==> src/rtl/lmtf_pkg.sv <==
// Shared constants and types for the move-to-front LRU cache.
// Used by lmtf_store, lmtf_ctrl and lru_move_to_front_cache; no dependencies.
`timescale 1ns / 1ps

package lmtf_pkg;

  localparam int unsigned ENTRIES  = 8;
  localparam int unsigned KEY_BITS = 32;
  localparam int unsigned TAG_BITS = 32;
  localparam int unsigned VAL_BITS = 64;

  // Key width actually stored: KEY_BITS capped at the tag field width.
  localparam int unsigned KeyW = (KEY_BITS < TAG_BITS) ? KEY_BITS : TAG_BITS;
  localparam int unsigned IdxW = $clog2(ENTRIES);
  localparam int unsigned CntW = $clog2(ENTRIES + 1);

  // Update of the recency list, applied to all slots at once.
  typedef struct packed {
    logic                en;      // apply the update
    logic                insert;  // new pair enters (count grows unless full)
    logic [IdxW-1:0]     pos;     // slots 1..pos take slot i-1
    logic [KeyW-1:0]     key;     // goes to slot 0
    logic [VAL_BITS-1:0] val;     // goes to slot 0
  } upd_t;

  // One result beat.
  typedef struct packed {
    logic                hit;
    logic                status;
    logic                evicted;
    logic [TAG_BITS-1:0] evicted_key;
    logic [VAL_BITS-1:0] value;
  } res_t;

endpackage

==> src/rtl/lru_move_to_front_cache.sv <==
// Top level of the move-to-front LRU cache: stream ports and result register.
// Depends on lmtf_pkg, lmtf_store and lmtf_ctrl.
`timescale 1ns / 1ps

// Fully associative cache of lmtf_pkg::ENTRIES key/value pairs kept as a
// recency list packed from the front, where slot 0 is the most recently used.
// Each input beat carries a key tag, a fill value and a fill flag; each beat
// yields exactly one output beat. On a hit the stored value comes back and the
// entry moves to the front. On a miss with a good fill the pair is inserted at
// the front, and if the list was full the last entry is dropped and its key is
// reported. A miss with a failed fill reports status 1 and leaves the list
// untouched. Only the low KEY_BITS bits of the key tag take part in matching.
// Sequence: a request is taken in the idle state, then a single key comparator
// walks the filled slots from the front, one slot per cycle, stopping at the
// first match; the list update and the result register load then happen
// together in the final state, once the result register can take the beat.
// The block takes one request at a time; the result register lets the next
// request be accepted while the previous result still waits.
module lru_move_to_front_cache (
  input  logic         clk_i,
  input  logic         rst_ni,
  input  logic         s_axis_tvalid_i,
  output logic         s_axis_tready_o,
  input  logic [95:0]  s_axis_tdata_i,   // [31:0] key_tag, [95:32] fill_value
  input  logic [0:0]   s_axis_tuser_i,   // [0] fill_ok
  output logic         m_axis_tvalid_o,
  input  logic         m_axis_tready_i,
  output logic [95:0]  m_axis_tdata_o,   // [63:0] value_out, [95:64] evicted_key
  output logic [2:0]   m_axis_tuser_o    // [0] hit, [1] status, [2] evicted
);

  logic [lmtf_pkg::IdxW-1:0]     rd_idx;
  logic [lmtf_pkg::KeyW-1:0]     rd_key;
  logic [lmtf_pkg::VAL_BITS-1:0] rd_val;
  logic [lmtf_pkg::KeyW-1:0]     last_key;
  logic [lmtf_pkg::CntW-1:0]     cnt;
  lmtf_pkg::upd_t                upd;
  lmtf_pkg::res_t                res;
  logic                          res_valid;
  logic                          res_ready;

  logic                          out_valid_q;
  lmtf_pkg::res_t                out_q;

  lmtf_store u_store (
    .clk_i      (clk_i),
    .rst_ni     (rst_ni),
    .rd_idx_i   (rd_idx),
    .rd_key_o   (rd_key),
    .rd_val_o   (rd_val),
    .last_key_o (last_key),
    .cnt_o      (cnt),
    .upd_i      (upd)
  );

  lmtf_ctrl u_ctrl (
    .clk_i       (clk_i),
    .rst_ni      (rst_ni),
    .req_valid_i (s_axis_tvalid_i),
    .req_ready_o (s_axis_tready_o),
    .req_key_i   (s_axis_tdata_i[lmtf_pkg::KeyW-1:0]),
    .req_fill_i  (s_axis_tdata_i[95:32]),
    .req_ok_i    (s_axis_tuser_i[0]),
    .res_valid_o (res_valid),
    .res_ready_i (res_ready),
    .res_o       (res),
    .rd_idx_o    (rd_idx),
    .rd_key_i    (rd_key),
    .rd_val_i    (rd_val),
    .last_key_i  (last_key),
    .cnt_i       (cnt),
    .upd_o       (upd)
  );

  // The result register frees up in the same cycle its beat is taken.
  assign res_ready = !out_valid_q || m_axis_tready_i;

  always_ff @(posedge clk_i or negedge rst_ni) begin
    if (!rst_ni) begin
      out_valid_q <= 1'b0;
    end else if (res_ready) begin
      out_valid_q <= res_valid;
    end
  end

  always_ff @(posedge clk_i) begin
    if (res_ready && res_valid) begin
      out_q <= res;
    end
  end

  assign m_axis_tvalid_o = out_valid_q;
  assign m_axis_tdata_o  = {out_q.evicted_key, out_q.value};
  assign m_axis_tuser_o  = {out_q.evicted, out_q.status, out_q.hit};

endmodule

==> src/rtl/lmtf_store.sv <==
// Entry storage of the move-to-front cache: key and value registers and a fill count.
// Depends on lmtf_pkg.
`timescale 1ns / 1ps

module lmtf_store (
  input  logic                          clk_i,
  input  logic                          rst_ni,
  input  logic [lmtf_pkg::IdxW-1:0]     rd_idx_i,
  output logic [lmtf_pkg::KeyW-1:0]     rd_key_o,
  output logic [lmtf_pkg::VAL_BITS-1:0] rd_val_o,
  output logic [lmtf_pkg::KeyW-1:0]     last_key_o,
  output logic [lmtf_pkg::CntW-1:0]     cnt_o,
  input  lmtf_pkg::upd_t                upd_i
);

  logic [lmtf_pkg::KeyW-1:0]     keys_q [lmtf_pkg::ENTRIES];
  logic [lmtf_pkg::VAL_BITS-1:0] vals_q [lmtf_pkg::ENTRIES];
  logic [lmtf_pkg::CntW-1:0]     cnt_q, cnt_d;

  // Slots are packed from the front, so slot i is valid exactly when i < count.
  always_ff @(posedge clk_i) begin
    if (upd_i.en) begin
      for (int unsigned i = 1; i < lmtf_pkg::ENTRIES; i++) begin
        if (lmtf_pkg::IdxW'(i) <= upd_i.pos) begin
          keys_q[i] <= keys_q[i-1];
          vals_q[i] <= vals_q[i-1];
        end
      end
      keys_q[0] <= upd_i.key;
      vals_q[0] <= upd_i.val;
    end
  end

  always_comb begin
    cnt_d = cnt_q;
    if (upd_i.en && upd_i.insert && (cnt_q != lmtf_pkg::CntW'(lmtf_pkg::ENTRIES))) begin
      cnt_d = cnt_q + lmtf_pkg::CntW'(1);
    end
  end

  always_ff @(posedge clk_i or negedge rst_ni) begin
    if (!rst_ni) begin
      cnt_q <= '0;
    end else begin
      cnt_q <= cnt_d;
    end
  end

  assign rd_key_o   = keys_q[rd_idx_i];
  assign rd_val_o   = vals_q[rd_idx_i];
  assign last_key_o = keys_q[lmtf_pkg::ENTRIES-1];
  assign cnt_o      = cnt_q;

endmodule

==> src/rtl/lmtf_ctrl.sv <==
// Lookup sequencer: one shared key comparator walks the list slot by slot,
// then issues the list update and the result. Depends on lmtf_pkg.
`timescale 1ns / 1ps

module lmtf_ctrl (
  input  logic                          clk_i,
  input  logic                          rst_ni,
  input  logic                          req_valid_i,
  output logic                          req_ready_o,
  input  logic [lmtf_pkg::KeyW-1:0]     req_key_i,
  input  logic [lmtf_pkg::VAL_BITS-1:0] req_fill_i,
  input  logic                          req_ok_i,
  output logic                          res_valid_o,
  input  logic                          res_ready_i,
  output lmtf_pkg::res_t                res_o,
  output logic [lmtf_pkg::IdxW-1:0]     rd_idx_o,
  input  logic [lmtf_pkg::KeyW-1:0]     rd_key_i,
  input  logic [lmtf_pkg::VAL_BITS-1:0] rd_val_i,
  input  logic [lmtf_pkg::KeyW-1:0]     last_key_i,
  input  logic [lmtf_pkg::CntW-1:0]     cnt_i,
  output lmtf_pkg::upd_t                upd_o
);

  localparam logic [1:0] StIdle = 2'd0;
  localparam logic [1:0] StScan = 2'd1;
  localparam logic [1:0] StFin  = 2'd2;

  logic [1:0]                    state_q, state_d;
  logic [lmtf_pkg::IdxW-1:0]     idx_q, idx_d;
  logic                          hit_q, hit_d;
  logic [lmtf_pkg::KeyW-1:0]     key_q;
  logic [lmtf_pkg::VAL_BITS-1:0] fill_q;
  logic                          ok_q;
  logic [lmtf_pkg::VAL_BITS-1:0] hval_q;
  logic                          match;
  logic                          last_slot;
  logic                          full;
  logic                          accept;

  assign accept    = req_valid_i && req_ready_o;
  assign match     = (rd_key_i == key_q);
  assign last_slot = ((lmtf_pkg::CntW'(idx_q) + lmtf_pkg::CntW'(1)) == cnt_i);
  assign full      = (cnt_i == lmtf_pkg::CntW'(lmtf_pkg::ENTRIES));
  assign rd_idx_o  = idx_q;

  always_comb begin
    state_d = state_q;
    idx_d   = idx_q;
    hit_d   = hit_q;
    case (state_q)
      StIdle: begin
        if (req_valid_i) begin
          idx_d   = '0;
          hit_d   = 1'b0;
          state_d = (cnt_i == '0) ? StFin : StScan;
        end
      end
      StScan: begin
        if (match) begin
          hit_d   = 1'b1;
          state_d = StFin;
        end else if (last_slot) begin
          state_d = StFin;
        end else begin
          idx_d = idx_q + lmtf_pkg::IdxW'(1);
        end
      end
      StFin: begin
        if (res_ready_i) begin
          state_d = StIdle;
        end
      end
      default: begin
        state_d = StIdle;
      end
    endcase
  end

  always_ff @(posedge clk_i or negedge rst_ni) begin
    if (!rst_ni) begin
      state_q <= StIdle;
      idx_q   <= '0;
      hit_q   <= 1'b0;
    end else begin
      state_q <= state_d;
      idx_q   <= idx_d;
      hit_q   <= hit_d;
    end
  end

  always_ff @(posedge clk_i) begin
    if (accept) begin
      key_q  <= req_key_i;
      fill_q <= req_fill_i;
      ok_q   <= req_ok_i;
    end
    if ((state_q == StScan) && match) begin
      hval_q <= rd_val_i;
    end
  end

  assign req_ready_o = (state_q == StIdle);
  assign res_valid_o = (state_q == StFin);

  always_comb begin
    res_o.hit         = hit_q;
    res_o.status      = !hit_q && !ok_q;
    res_o.evicted     = !hit_q && ok_q && full;
    res_o.evicted_key = (!hit_q && ok_q && full) ? lmtf_pkg::TAG_BITS'(last_key_i) : '0;
    res_o.value       = hit_q ? hval_q : (ok_q ? fill_q : '0);

    upd_o.en     = res_valid_o && res_ready_i && (hit_q || ok_q);
    upd_o.insert = !hit_q;
    upd_o.pos    = hit_q ? idx_q : lmtf_pkg::IdxW'(lmtf_pkg::ENTRIES - 1);
    upd_o.key    = key_q;
    upd_o.val    = hit_q ? hval_q : fill_q;
  end

`ifndef SYNTH
  a_scan_in_list: assert property (@(posedge clk_i) disable iff (!rst_ni)
    (state_q == StScan) |-> (lmtf_pkg::CntW'(idx_q) < cnt_i))
    else $error("scan index beyond filled slots");

  a_insert_fills: assert property (@(posedge clk_i) disable iff (!rst_ni)
    upd_o.en |=> (cnt_i != '0))
    else $error("list empty after an update");

  a_count_bound: assert property (@(posedge clk_i) disable iff (!rst_ni)
    cnt_i <= lmtf_pkg::CntW'(lmtf_pkg::ENTRIES))
    else $error("fill count exceeds entries");

  a_hit_no_evict: assert property (@(posedge clk_i) disable iff (!rst_ni)
    (res_valid_o && res_o.hit) |-> (!res_o.evicted && !res_o.status))
    else $error("hit reported with eviction or failure");
`endif

endmodule

==> config.mk <==
export PLATFORM = sky130hd
export DESIGN_NAME = lru_move_to_front_cache
export DESIGN_NICKNAME = d
export VERILOG_FILES = /design/src/rtl/lmtf_pkg.sv /design/src/rtl/lru_move_to_front_cache.sv /design/src/rtl/lmtf_store.sv /design/src/rtl/lmtf_ctrl.sv
export SDC_FILE = /design/constraint.sdc
export NUM_CORES = 1
export LEC_CHECK = 0
export ABC_CLOCK_PERIOD_IN_PS = 28400
export BUFFER_PORTS_ARGS = -buffer_cell sky130_fd_sc_hd__buf_2
export CORE_ASPECT_RATIO = 1.25
export CORE_MARGIN = 2
export CORE_UTILIZATION = 25
export DETAILED_ROUTE_END_ITERATION = 16
export PLACE_DENSITY = 0.42
export SLEW_MARGIN = 5
export SYNTH_ARGS = -nofsm -noshare
export SYNTH_HDL_FRONTEND = slang
export SYNTH_SLANG_ARGS = --single-unit
==> constraint.sdc <==
create_clock -name clk_i -period 28.4 [get_ports clk_i]
set_clock_uncertainty 0.2 [all_clocks]
set_input_delay 1.42 -clock clk_i [delete_from_list [all_inputs] [get_ports clk_i]]
set_output_delay 1.42 -clock clk_i [all_outputs]
set_load 0.01 [all_outputs]
=== After elaboration in Yosys (flattened, before gate mapping) ===
Memory sizes are Yosys's and may differ from the RTL's. A register that Yosys moved wholly into a read port is not among the register bits.
Index checks and enable logic that the tools add are counted.

* Memories: 2
* Input bits: 101
* RAM bits: 768
* Word-level logic and storage cells: 97
* Register bits: 175

* Add/sub/neg operators: 3
* Equal/unequal tests: 12
* Reductions and logical operators: 21
* Muxes and demuxes: 40
* Magnitude comparators: 7

{| class="wikitable"
|+ Memories
! name !! depth !! bits a word !! rd ports !! clocked after Yosys merged registers in !! write ports !! RTL line !! text
|-
| u_store.vals_q || 8 || 64 || 8 || 1 || 8 || lmtf_store.sv:17 || <nowiki>logic [lmtf_pkg::VAL_BITS-1:0] vals_q [lmtf_pkg::ENTRIES];</nowiki>
|-
| u_store.keys_q || 8 || 32 || 9 || 1 || 8 || lmtf_store.sv:16 || <nowiki>logic [lmtf_pkg::KeyW-1:0] keys_q [lmtf_pkg::ENTRIES];</nowiki>
|}

{| class="wikitable"
|+ Operators by type and width
! kind !! count
|-
| $mux 64 || 3
|-
| $eq 32x32->1 || 1
|-
| $mux 1 || 25
|-
| $le 3x3->1 const A || 4
|-
| $mux 3 || 4
|-
| $mux 2 || 5
|-
| $logic_and 1x1->1 || 9
|-
| $le 2x3->1 const A || 2
|-
| $ne 2x2->1 const B || 3
|-
| $pmux 2 s3 || 1
|-
| $pmux 3 s2 || 1
|-
| $reduce_and 3->1 || 2
|-
| $add 3x1->4 const B || 1
|-
| $add 4x1->4 const B || 1
|-
| $eq 4x4->1 || 1
|-
| $eq 4x4->1 const B || 1
|-
| $logic_not 1->1 || 4
|-
| $logic_not 4->1 || 1
|-
| $ne 2x1->1 const B || 2
|-
| $ne 4x4->1 const B || 1
|-
| $reduce_and 4->1 || 1
|-
| $add 3x1->3 const B || 1
|-
| $le 1x3->1 const A || 1
|-
| $ne 3x1->1 const B || 1
|-
| 6 further kinds || 7
|}

=== Depth between registers and ports, before layout ===
Gate-level depths: netlist of run 1.

* Depth after elaboration: 6
* Gate-level depth with buffers: 12
* Depth with buffers taken out: 8

=== Modules after synthesis ===
From an unflattened synthesis of run 1, not the netlist that was laid out.

* Cells, all modules: 1676
* Area, all modules: 39270.2 sq um

{| class="wikitable"
|+ Modules (own cells, without submodules)
! module !! cells each !! area each (sq um) !! instances
|-
| lmtf_store || 1135 || 29076.6 || 1
|-
| lmtf_ctrl || 438 || 7166.9 || 1
|-
| lru_move_to_front_cache || 103 || 3026.7 || 1
|}

=== Worst setup path before layout of run 1 ===
Ideal clock, no wire load.

* Path type: input -> register
* Start: input port m_axis_tready_i
* End: memory u_store.keys_q[7][0] (netlist bit), enable pin
* Library setup time: 698 ps
* Path buffers: 0
* Stages on the path: 7
* Path slack: 5695 ps
* Data required time: 27502 ps
* Arrival: 21808 ps
* Cell sequence: nand2b_1 > nor2b_1 > o21ai_0 > inv_1 > o21ai_0 > a21oi_1 > a21boi_0

{| class="wikitable"
|+ RTL lines
! what !! RTL line !! text
|-
| from (decl) || lru_move_to_front_cache.sv:27 || <nowiki>input logic m_axis_tready_i,</nowiki>
|-
| to (decl) || lmtf_store.sv:16 ||
|}

==> flow_metrics.tcl, run 1 <==
set metrics [dict create \
    place_inst 4080 \
    grt_pass1_wl_um 146000 \
    first_pass_iters 5 \
    die_h_um 447 \
    grt_usage_pct 12.4 \
    path_clk_slew_ns 0.06 \
    synth_fp_nets 1990 \
    postCtsSetupBuffers 0 \
    worst_ep_required_time_ns 28.51 \
    grt_start_max_net_pins 129 \
    dp_hpwl_um 57700 \
    drive_gt1_share_pct 28.0 \
    cp_max_fo 54 \
    maxCapViolations 0 \
    yosysMostFrequentCell "edfxtp_1" \
    drtIter0Drc 1324 \
    ys_top_cells_by_area "edfxtp_1 (79%), mux4_2 (9.5%), nand2_1 (2.1%), mux2_2 (1.9%), mux2i_1 (1.7%)" \
    critPathBufInv 4 \
    setup_viol 0 \
    dieArea_mm2 0.160 \
    seq_area_frac_synth_pct 79.5 \
    synth_top_area_cell "edfxtp_1" \
    clkLatencyLatePin_ns 0.72 \
    register_area_mm2 0.0312 \
    crit_chain "buf_2 > nand2b_1 > nor2b_4 > o21ai_0 > inv_4 > o21ai_0 > a21oi_4 > buf_4 > buf_4" \
    postCtsHoldBufs 0 \
    cts_resized 0 \
    yosysUniqueCellTypes 51 \
    htreeDepth 3 \
    grt_pass1_vias 20600 \
    synthTopCellsByCount "edfxtp_1 (1028), nand2_1 (215), mux4_2 (166)" \
    hold_path_class "register to register" \
    power_density_mw_per_mm2 96.0 \
    antenna_found_initial 6 \
    cp_slowest_cell "nor2b_4" \
    cts_sinks 1039 \
    n_fill_cell 15100 \
    fmax_mhz 158 \
    final_cells 4282 \
    fin_crit_sh_pct 22.3 \
    clockBufferDepth 3 \
    ios 202 \
    wl_per_cell_um 23.4 \
    viasPerCell 4.36 \
    core_area_mm2 0.156 \
    synthArstFlopShare_pct 1.06 \
    final.setup.tns_ns 0 \
    syn-cell-area_mm2 0.0392 \
    finalHoldViolCount 0 \
    rsz0062_at_grt "no" \
    slew_headroom_pct 22.5 \
    area_growth_pct 17.9 \
    worst_pin_slew_ns 1.15 \
    start_util_pct 25.1 \
    crit_family "buffers and inverters" \
    synth-main-ff-cell "edfxtp_1" \
    timing.final.crit_period_ns 6.34 \
    worstSetupEndpointType "register" \
    rows 162 \
    ys_seq_elements 1039 \
    vias 18700 \
    ys_warn_count 0 \
    ir_drop_v 0.0000519 \
    drt-total-wl_um 100000 \
    power.leakage_uw 0.0149 \
    syn_inst 1886 \
    status "finished clean" \
    portBuffers 201 \
    netlist.area_leader.share_pct 78.8 \
    gr-total-overflow 0 \
    drc 0 \
    worst-endpoint-arrival_ns 6.45 \
    layout.nets 2244 \
    gp_congestion 0.730 \
    drv_slew 0 \
    die_x_um 358 \
    synth_edf_count 1028 \
    multi_input_area_mm2 0.00766 \
    r2r_slack_ns 22.48 \
    ant_nets 0 \
    cts_buffers 108 \
    path_class "primary input to register" \
    root_buffer "clkbuf_16" \
    startpoint_type "primary input" \
    slowest_delay_ns 0.88 \
    avgSynthCellArea_um2 20.8 \
    cts_tree "done" \
]
## report_power, final
part           internal [uW]  leakage [uW]  switching, uW
registers               2000       0.00953            132
logic                    363       0.00367            516
clock network            815       0.00171            604
## registers in the layout, summed over array words and instances, names as in the netlist
| register | count |
|---|---|
| u_store.vals_q | 512 |
| u_store.keys_q | 256 |
| m_axis_tdata_o | 96 |
| u_ctrl.fill_q | 64 |
| u_ctrl.hval_q | 64 |
| u_ctrl.key_q | 32 |
| u_store.cnt_o | 4 |
| m_axis_tuser_o | 3 |
| u_ctrl.rd_idx_o | 3 |
| u_ctrl.state_q | 2 |
| m_axis_tvalid_o | 1 |
| u_ctrl.hit_q | 1 |
| u_ctrl.ok_q | 1 |
## path summary, 6_finish.rpt
check | endpoint | depth (start not counted) | from
setup reg to reg | u_store.vals_q[6][10] | 8 | u_ctrl.state_q[0]
setup / recovery | u_store.vals_q[6][10] | 9 | m_axis_tready_i
hold / removal | u_store.vals_q[3][8] | 0 | u_store.vals_q[2][8]
hold reg to reg | u_store.vals_q[3][8] | 0 | u_store.vals_q[2][8]
max in group asynchronous | u_ctrl.rd_idx_o[0] | 1 | rst_ni
min in group asynchronous | u_ctrl.rd_idx_o[1] | 1 | rst_ni
## layout by cell type (no fill, tap or decap), types with 3 or more instances in the layout
master	Yosys	final
a21o_1	5	5
a21oi_1	17	12
a21oi_4	0	5
a22o_1	3	3
a22oi_1	24	24
a31oi_1	3	3
and2_1	34	34
and3_1	10	10
and4_1	3	3
buf_2	20	201
buf_4	7	26
bufinv_16	0	11
clkbuf_1	44	26
clkbuf_16	0	110
clkinv_1	1	31
clkinv_2	0	13
dfrtp_1	11	7
dfrtp_4	0	4
edfxtp_1	1028	1028
ha_1	3	3
inv_1	8	5
inv_6	0	5
mux2_2	65	65
mux2i_1	65	65
mux4_2	166	166
nand2_1	215	215
nand2b_1	3	3
nand3_1	6	6
nor2_1	7	5
nor2b_1	67	66
o21ai_0	5	5
o22ai_1	3	3
xnor2_1	11	11
xor2_1	12	12
## metal layers
layer	vias up	global-route usage, %	wire, um
li1	8025	-	-
met1	10100	15.9	43200
met2	432	21.3	50500
met3	131	2.16	4050
met4	0	3.67	2340
met5	-	0	0
## through the flow
| stage | setup WS (ns) | hold slack, ns | util (%) | instance area [um^2] | power, uW |
|---|---|---|---|---|---|
| after floorplan | 5.69 | 0.221 | - | 39200 | 2760 |
| after global placement | 21.16 | 0.226 | 27.4 | 42700 | 3060 |
| after detailed placement | 21.09 | 0.227 | 27.4 | 42700 | 3070 |
| after CTS | 21.90 | 0.210 | 29.6 | 46200 | 4520 |
| after global routing | 21.61 | 0.229 | 29.6 | 46200 | 4640 |
| final | 22.06 | 0.219 | 29.6 | 46200 | 4430 |
## final cells by class
class / count / share of cell area (%)
multi-input combinational: 753 / 16.6
tap: 2050 / 5.55
clock inverter: 62 / 1.37
clock buffer: 138 / 6.23
antenna: 2 / 0.0108
inverter: 9 / 0.0975
timing repair buffer: 229 / 2.69
sequential: 1039 / 67.5
## cell families (layout without fill, tap and decap cells)
family,after synthesis,in the layout,synth area share [%]
flip-flops,1039,1039,79.5
adder cells (fa/ha/maj),3,3,0.0958
other,0,2,0
AND/OR/NAND/NOR,359,359,4.36
XOR/XNOR,23,23,0.514
multiplexers,296,296,13.1
AO/OA/AOI/OAI,72,72,1.27
buffers and inverters,94,438,1.22
Note: power is estimated with default switching activity, not from simulation.
==> run 2, diff against run 1 <==
--- a/config.mk
+++ b/config.mk
@@ -5,13 +5,13 @@
 export SDC_FILE = /design/constraint.sdc
 export NUM_CORES = 1
 export LEC_CHECK = 0
-export ABC_CLOCK_PERIOD_IN_PS = 28400
+export ABC_CLOCK_PERIOD_IN_PS = 5600
 export BUFFER_PORTS_ARGS = -buffer_cell sky130_fd_sc_hd__buf_2
 export CORE_ASPECT_RATIO = 1.25
 export CORE_MARGIN = 2
 export CORE_UTILIZATION = 25
 export DETAILED_ROUTE_END_ITERATION = 16
-export PLACE_DENSITY = 0.42
+export PLACE_DENSITY = 0.44
 export SLEW_MARGIN = 5
 export SYNTH_ARGS = -nofsm -noshare
 export SYNTH_HDL_FRONTEND = slang
==> constraint.sdc (replaced) <==
create_clock -name clk_i -period 5.6 [get_ports clk_i]
set_clock_uncertainty 0.2 [all_clocks]
set_input_delay 0.28 -clock clk_i [delete_from_list [all_inputs] [get_ports clk_i]]
set_output_delay 0.28 -clock clk_i [all_outputs]
set_load 0.01 [all_outputs]
==> flow_metrics.tcl, run 2 (synthesis results as in run 1) <==
set metrics [dict create \
    area_growth_pct 23.1 \
    drive_gt1_share_pct 27.1 \
    gp_congestion 0.725 \
    path_clk_slew_ns 0.06 \
    slew_headroom_pct 25.1 \
    vias 19700 \
    gr-total-overflow 0 \
    drtIter0Drc 1525 \
    hold_path_class "primary input to register" \
    power.leakage_uw 0.0158 \
    place_inst 4098 \
    clockBufferDepth 3 \
    htreeDepth 3 \
    wl_per_cell_um 22.8 \
    p_total_uw 22900 \
    die_h_um 447 \
    r2r_slack_ns 0.95 \
    setup_viol 0 \
    largest-register "u_store.vals_q" \
    cts_tree "done" \
    cts_buffers 111 \
    worst-endpoint-arrival_ns 4.85 \
    startpoint_type "register" \
    worst_ep_required_time_ns 5.81 \
    drt-total-wl_um 102000 \
    cts_resized 0 \
    worstSetupEndpointType "register" \
    path_class "register to register" \
    cp_max_fo 54 \
    root_buffer "clkbuf_16" \
    ant_nets 0 \
    drv_slew 0 \
    maxCapViolations 0 \
    layout.nets 2439 \
    grt_usage_pct 12.7 \
    cts_sinks 1039 \
    antenna_found_initial 4 \
    dieArea_mm2 0.160 \
    grt_pass1_wl_um 149000 \
    dp_hpwl_um 56600 \
    final_cells 4479 \
    fmax_mhz 215 \
    power_density_mw_per_mm2 475 \
    first_pass_iters 5 \
    grt_pass1_vias 21400 \
    portBuffers 201 \
    ir_drop_v 0.000278 \
    timing.final.crit_period_ns 4.65 \
    fin_util_pct 30.9 \
    grt_start_max_net_pins 97 \
    start_util_pct 25.1 \
    die_x_um 358 \
    viasPerCell 4.40 \
    drc 0 \
    largest_register_ffs 512 \
    final_common_cell "edfxtp_1" \
    fin_crit_sh_pct 83.0 \
    status "finished clean" \
    finalHoldViolCount 0 \
    ios 202 \
    clkLatencyLatePin_ns 0.73 \
    rows 162 \
    core_area_mm2 0.156 \
    n_fill_cell 15000 \
    postCtsHoldBufs 174 \
    rsz0062_at_grt "no" \
    final_cell_mix "edfxtp_1 (1028), nand2_1 (215), buf_2 (201)" \
    postCtsSetupBuffers 0 \
    worst_pin_slew_ns 1.12 \
]
## run 2: power breakdown
group | internal [uW] | switching [uW] | leakage [uW]
Clock | 4280 | 3190 | 0.00177
Sequential | 10100 | 673 | 0.00953
Combinational | 1950 | 2660 | 0.00449
## run 2: area by class of cell
| cell class | count | area [um^2] | share of cell area [%] |
|---|---|---|---|
| Antenna cell | 3 | 7.51 | 0.0156 |
| Clock buffer | 136 | 2940 | 6.09 |
| Clock inverter | 68 | 708 | 1.47 |
| Inverter | 9 | 48.8 | 0.101 |
| Multi-Input combinational cell | 753 | 7670 | 15.9 |
| Sequential cell | 1039 | 31200 | 64.6 |
| Tap cell | 2050 | 2560 | 5.32 |
| Timing Repair Buffer | 421 | 3140 | 6.52 |
## run 2: through the flow
step                      worst slack (ns)  hold WS (ns)  TNS [ns]  instance area, um^2
final                                0.952        0.0699         0                48200
after global routing                 0.658        0.0333         0                48200
after CTS                            0.816       0.00238         0                48200
after detailed placement             0.894       -0.0158         0                42800
after global placement               0.926       -0.0148         0                42800
after floorplan                      -8.47        -0.216  -2250.55                39200
## run 2: final timing paths
check	startpoint	to	cells after the start
min in group asynchronous	rst_ni	u_ctrl.state_q[1]	3
worst min register to register	u_store.vals_q[4][15]	u_store.vals_q[5][15]	0
worst min-delay path	s_axis_tdata_i[88]	u_ctrl.fill_q[56]	2
worst max register to register	u_ctrl.rd_idx_o[1]	u_ctrl.hval_q[18]	8
worst max-delay path	u_ctrl.rd_idx_o[1]	u_ctrl.hval_q[18]	8
max in group asynchronous	rst_ni	u_ctrl.hit_q	3
## run 2: critical path: stages (launching register included)
cell	delay, ns
dfrtp_4	1.04
mux4_2	0.61
mux2i_1	0.19
xor2_1	0.24
o2111ai_1	0.17
nor4_2	0.50
nand4_1	0.42
nor2_4	0.52
buf_12	0.28
## run 2: routing by layer
layer | part of all wire (%) | up-vias | wire length, um | GRT usage [%]
met3 | 4.6 | 123 | 4750 | 2.00
met5 | 0 | - | 0 | 0
li1 | - | 8434 | - | -
met1 | 44 | 10600 | 45300 | 17.1
met4 | 2.5 | 0 | 2600 | 4.39
met2 | 48 | 572 | 49500 | 20.9
==> run 3, diff against run 2 <==
--- a/config.mk
+++ b/config.mk
@@ -5,13 +5,13 @@
 export SDC_FILE = /design/constraint.sdc
 export NUM_CORES = 1
 export LEC_CHECK = 0
-export ABC_CLOCK_PERIOD_IN_PS = 5600
+export ABC_CLOCK_PERIOD_IN_PS = 4700
 export BUFFER_PORTS_ARGS = -buffer_cell sky130_fd_sc_hd__buf_2
 export CORE_ASPECT_RATIO = 1.25
 export CORE_MARGIN = 2
 export CORE_UTILIZATION = 25
 export DETAILED_ROUTE_END_ITERATION = 16
-export PLACE_DENSITY = 0.44
+export PLACE_DENSITY = 0.42
 export SLEW_MARGIN = 5
 export SYNTH_ARGS = -nofsm -noshare
 export SYNTH_HDL_FRONTEND = slang
==> constraint.sdc (replaced) <==
create_clock -name clk_i -period 4.7 [get_ports clk_i]
set_clock_uncertainty 0.2 [all_clocks]
set_input_delay 0.235 -clock clk_i [delete_from_list [all_inputs] [get_ports clk_i]]
set_output_delay 0.235 -clock clk_i [all_outputs]
set_load 0.01 [all_outputs]
==> flow_metrics.tcl, run 3 (synthesis results as in run 1) <==
set metrics [dict create \
    path_clk_slew_ns 0.06 \
    fin_crit_sh_pct 92.2 \
    postCtsSetupBuffers 0 \
    grt_pass1_wl_um 149000 \
    portBuffers 201 \
    rows 162 \
    hold_path_class "primary input to register" \
    postLayoutCellArea_mm2 0.0486 \
    rsz0062_at_grt "no" \
    vias 19700 \
    largest_register_ffs 512 \
    power_density_mw_per_mm2 562 \
    drt-total-wl_um 102000 \
    worstSetupEndpointType "register" \
    grt_busiest_layer "met2" \
    p_total_uw 27300 \
    dpl_cell_area_mm2 0.0429 \
    grtUsageMet1_pct 16.3 \
    worst_pin_slew_ns 1.17 \
    drv_slew 0 \
    largest-register "u_store.vals_q" \
    pwr-share-clk_pct 32.4 \
    reg2reg_from "u_ctrl.rd_idx_o[1]" \
    start_util_pct 25.1 \
    ant_nets 0 \
    drtIter0Drc 1490 \
    root_buffer "clkbuf_16" \
    fmax_mhz 231 \
    path_class "register to register" \
    hold_start "s_axis_tdata_i[46]" \
    slowest_delay_ns 0.86 \
    die_x_um 358 \
    gp_congestion 0.746 \
    timing.final.crit_period_ns 4.33 \
    clkLatencyLatePin_ns 0.75 \
    cp_common_cell "buf_12" \
    dp_hpwl_um 57100 \
    n_fill_cell 14900 \
    ir_drop_v 0.000275 \
    use_met3_pct 2.08 \
    cts_buffers 112 \
    setup_viol 0 \
    first_pass_iters 5 \
    wl_per_cell_um 22.6 \
    cts_sinks 1039 \
    startpoint_type "register" \
    p_switching_uw 7720 \
    use_met2_pct 21.5 \
    grt_start_max_net_pins 97 \
    p_int_uw 19500 \
    grt_pass1_vias 21800 \
    drive_gt1_share_pct 26.7 \
    drc 0 \
    seqPwrFrac_pct 47.3 \
    final_cell_mix "edfxtp_1 (1028), nand2_1 (215), buf_2 (201)" \
    fin_util_pct 31.2 \
    cp_slowest_cell "dfrtp_4" \
    grt_usage_pct 12.7 \
    slew_headroom_pct 21.8 \
    gr-total-overflow 0 \
    die_h_um 447 \
    cp_max_fo 43 \
    antenna_found_initial 4 \
    status "finished clean" \
    place_inst 4096 \
    final_cells 4502 \
    postCtsHoldBufs 198 \
    crit_chain "buf_12 > buf_12 > buf_4 > mux2i_1 > a22oi_1 > a21o_1 > a21oi_1 > and4_1 > nand4_1 > and2_4 > o32ai_2 > dlygate4sd3_1" \
    crit_start "u_ctrl.rd_idx_o[1]" \
    viasPerCell 4.37 \
    worst_ep_required_time_ns 5.17 \
    ios 202 \
    switching_share_pct 28.3 \
    core_area_mm2 0.156 \
    clockBufferDepth 3 \
    finalHoldViolCount 0 \
    cts_tree "done" \
    power.leakage_uw 0.0159 \
    dieArea_mm2 0.160 \
    p_comb_share_pct 20.3 \
    crit_family "buffers and inverters" \
    final_common_cell "edfxtp_1" \
    worst-endpoint-arrival_ns 4.80 \
    area_growth_pct 23.9 \
    layout.nets 2462 \
    cts_resized 0 \
    htreeDepth 3 \
    maxCapViolations 0 \
    critPathBufInv 4 \
]
-- run 3: power groups by stage --
stage          logic, uW  registers, uW  clock network [uW]
6_report            5550          12900                8830
2_1_floorplan       3820          12800                   0
5_1_grt             6070          13000                9480
4_1_cts             5740          12900                9150
3_5_place_dp        5580          13100                   0
3_3_place_gp        5560          13000                   0
-- run 3: per-stage QoR --
step	hold slack (ns)	TNS, ns	worst slack (ns)
2_1_floorplan	-0.261	-2901.22	-9.37
3_3_place_gp	-0.0445	0	0.550
3_5_place_dp	-0.0433	0	0.498
4_1_cts	0.00527	0	0.328
5_1_grt	0.0284	0	0.122
6_report	0.0558	0	0.367
-- run 3: metal layers --
| layer | vias to the layer above | wire length (um) |
|---|---|---|
| met1 | 10500 | 43500 |
| met3 | 129 | 4630 |
| li1 | 8465 | - |
| met2 | 569 | 50800 |
| met5 | - | 0 |
| met4 | 0 | 2760 |
-- run 3: worst paths after layout --
| kind | to | slack (ns) | cells past startpoint |
|---|---|---|---|
| max | u_ctrl.state_q[1] | 0.37 | 12 |
| max in group asynchronous | u_ctrl.rd_idx_o[1] | 3.39 | 3 |
| min reg2reg | u_store.vals_q[7][8] | 0.21 | 0 |
| min in group asynchronous | m_axis_tvalid_o | 0.41 | 3 |
| max reg2reg | u_ctrl.state_q[1] | 0.37 | 12 |
| min | u_ctrl.fill_q[14] | 0.06 | 2 |
-- run 3: cell type report --
cell class                 instances  area, um^2  area share, %
antenna                            1        2.50        0.00515
clock buffer                     135        2910           5.99
clock inverter                    72         733           1.51
inverter                           9        46.3         0.0953
multi-input combinational        753        7670           15.8
sequential                      1039       31200           64.2
tap                             2050        2560           5.28
timing repair buffer             443        3470           7.14
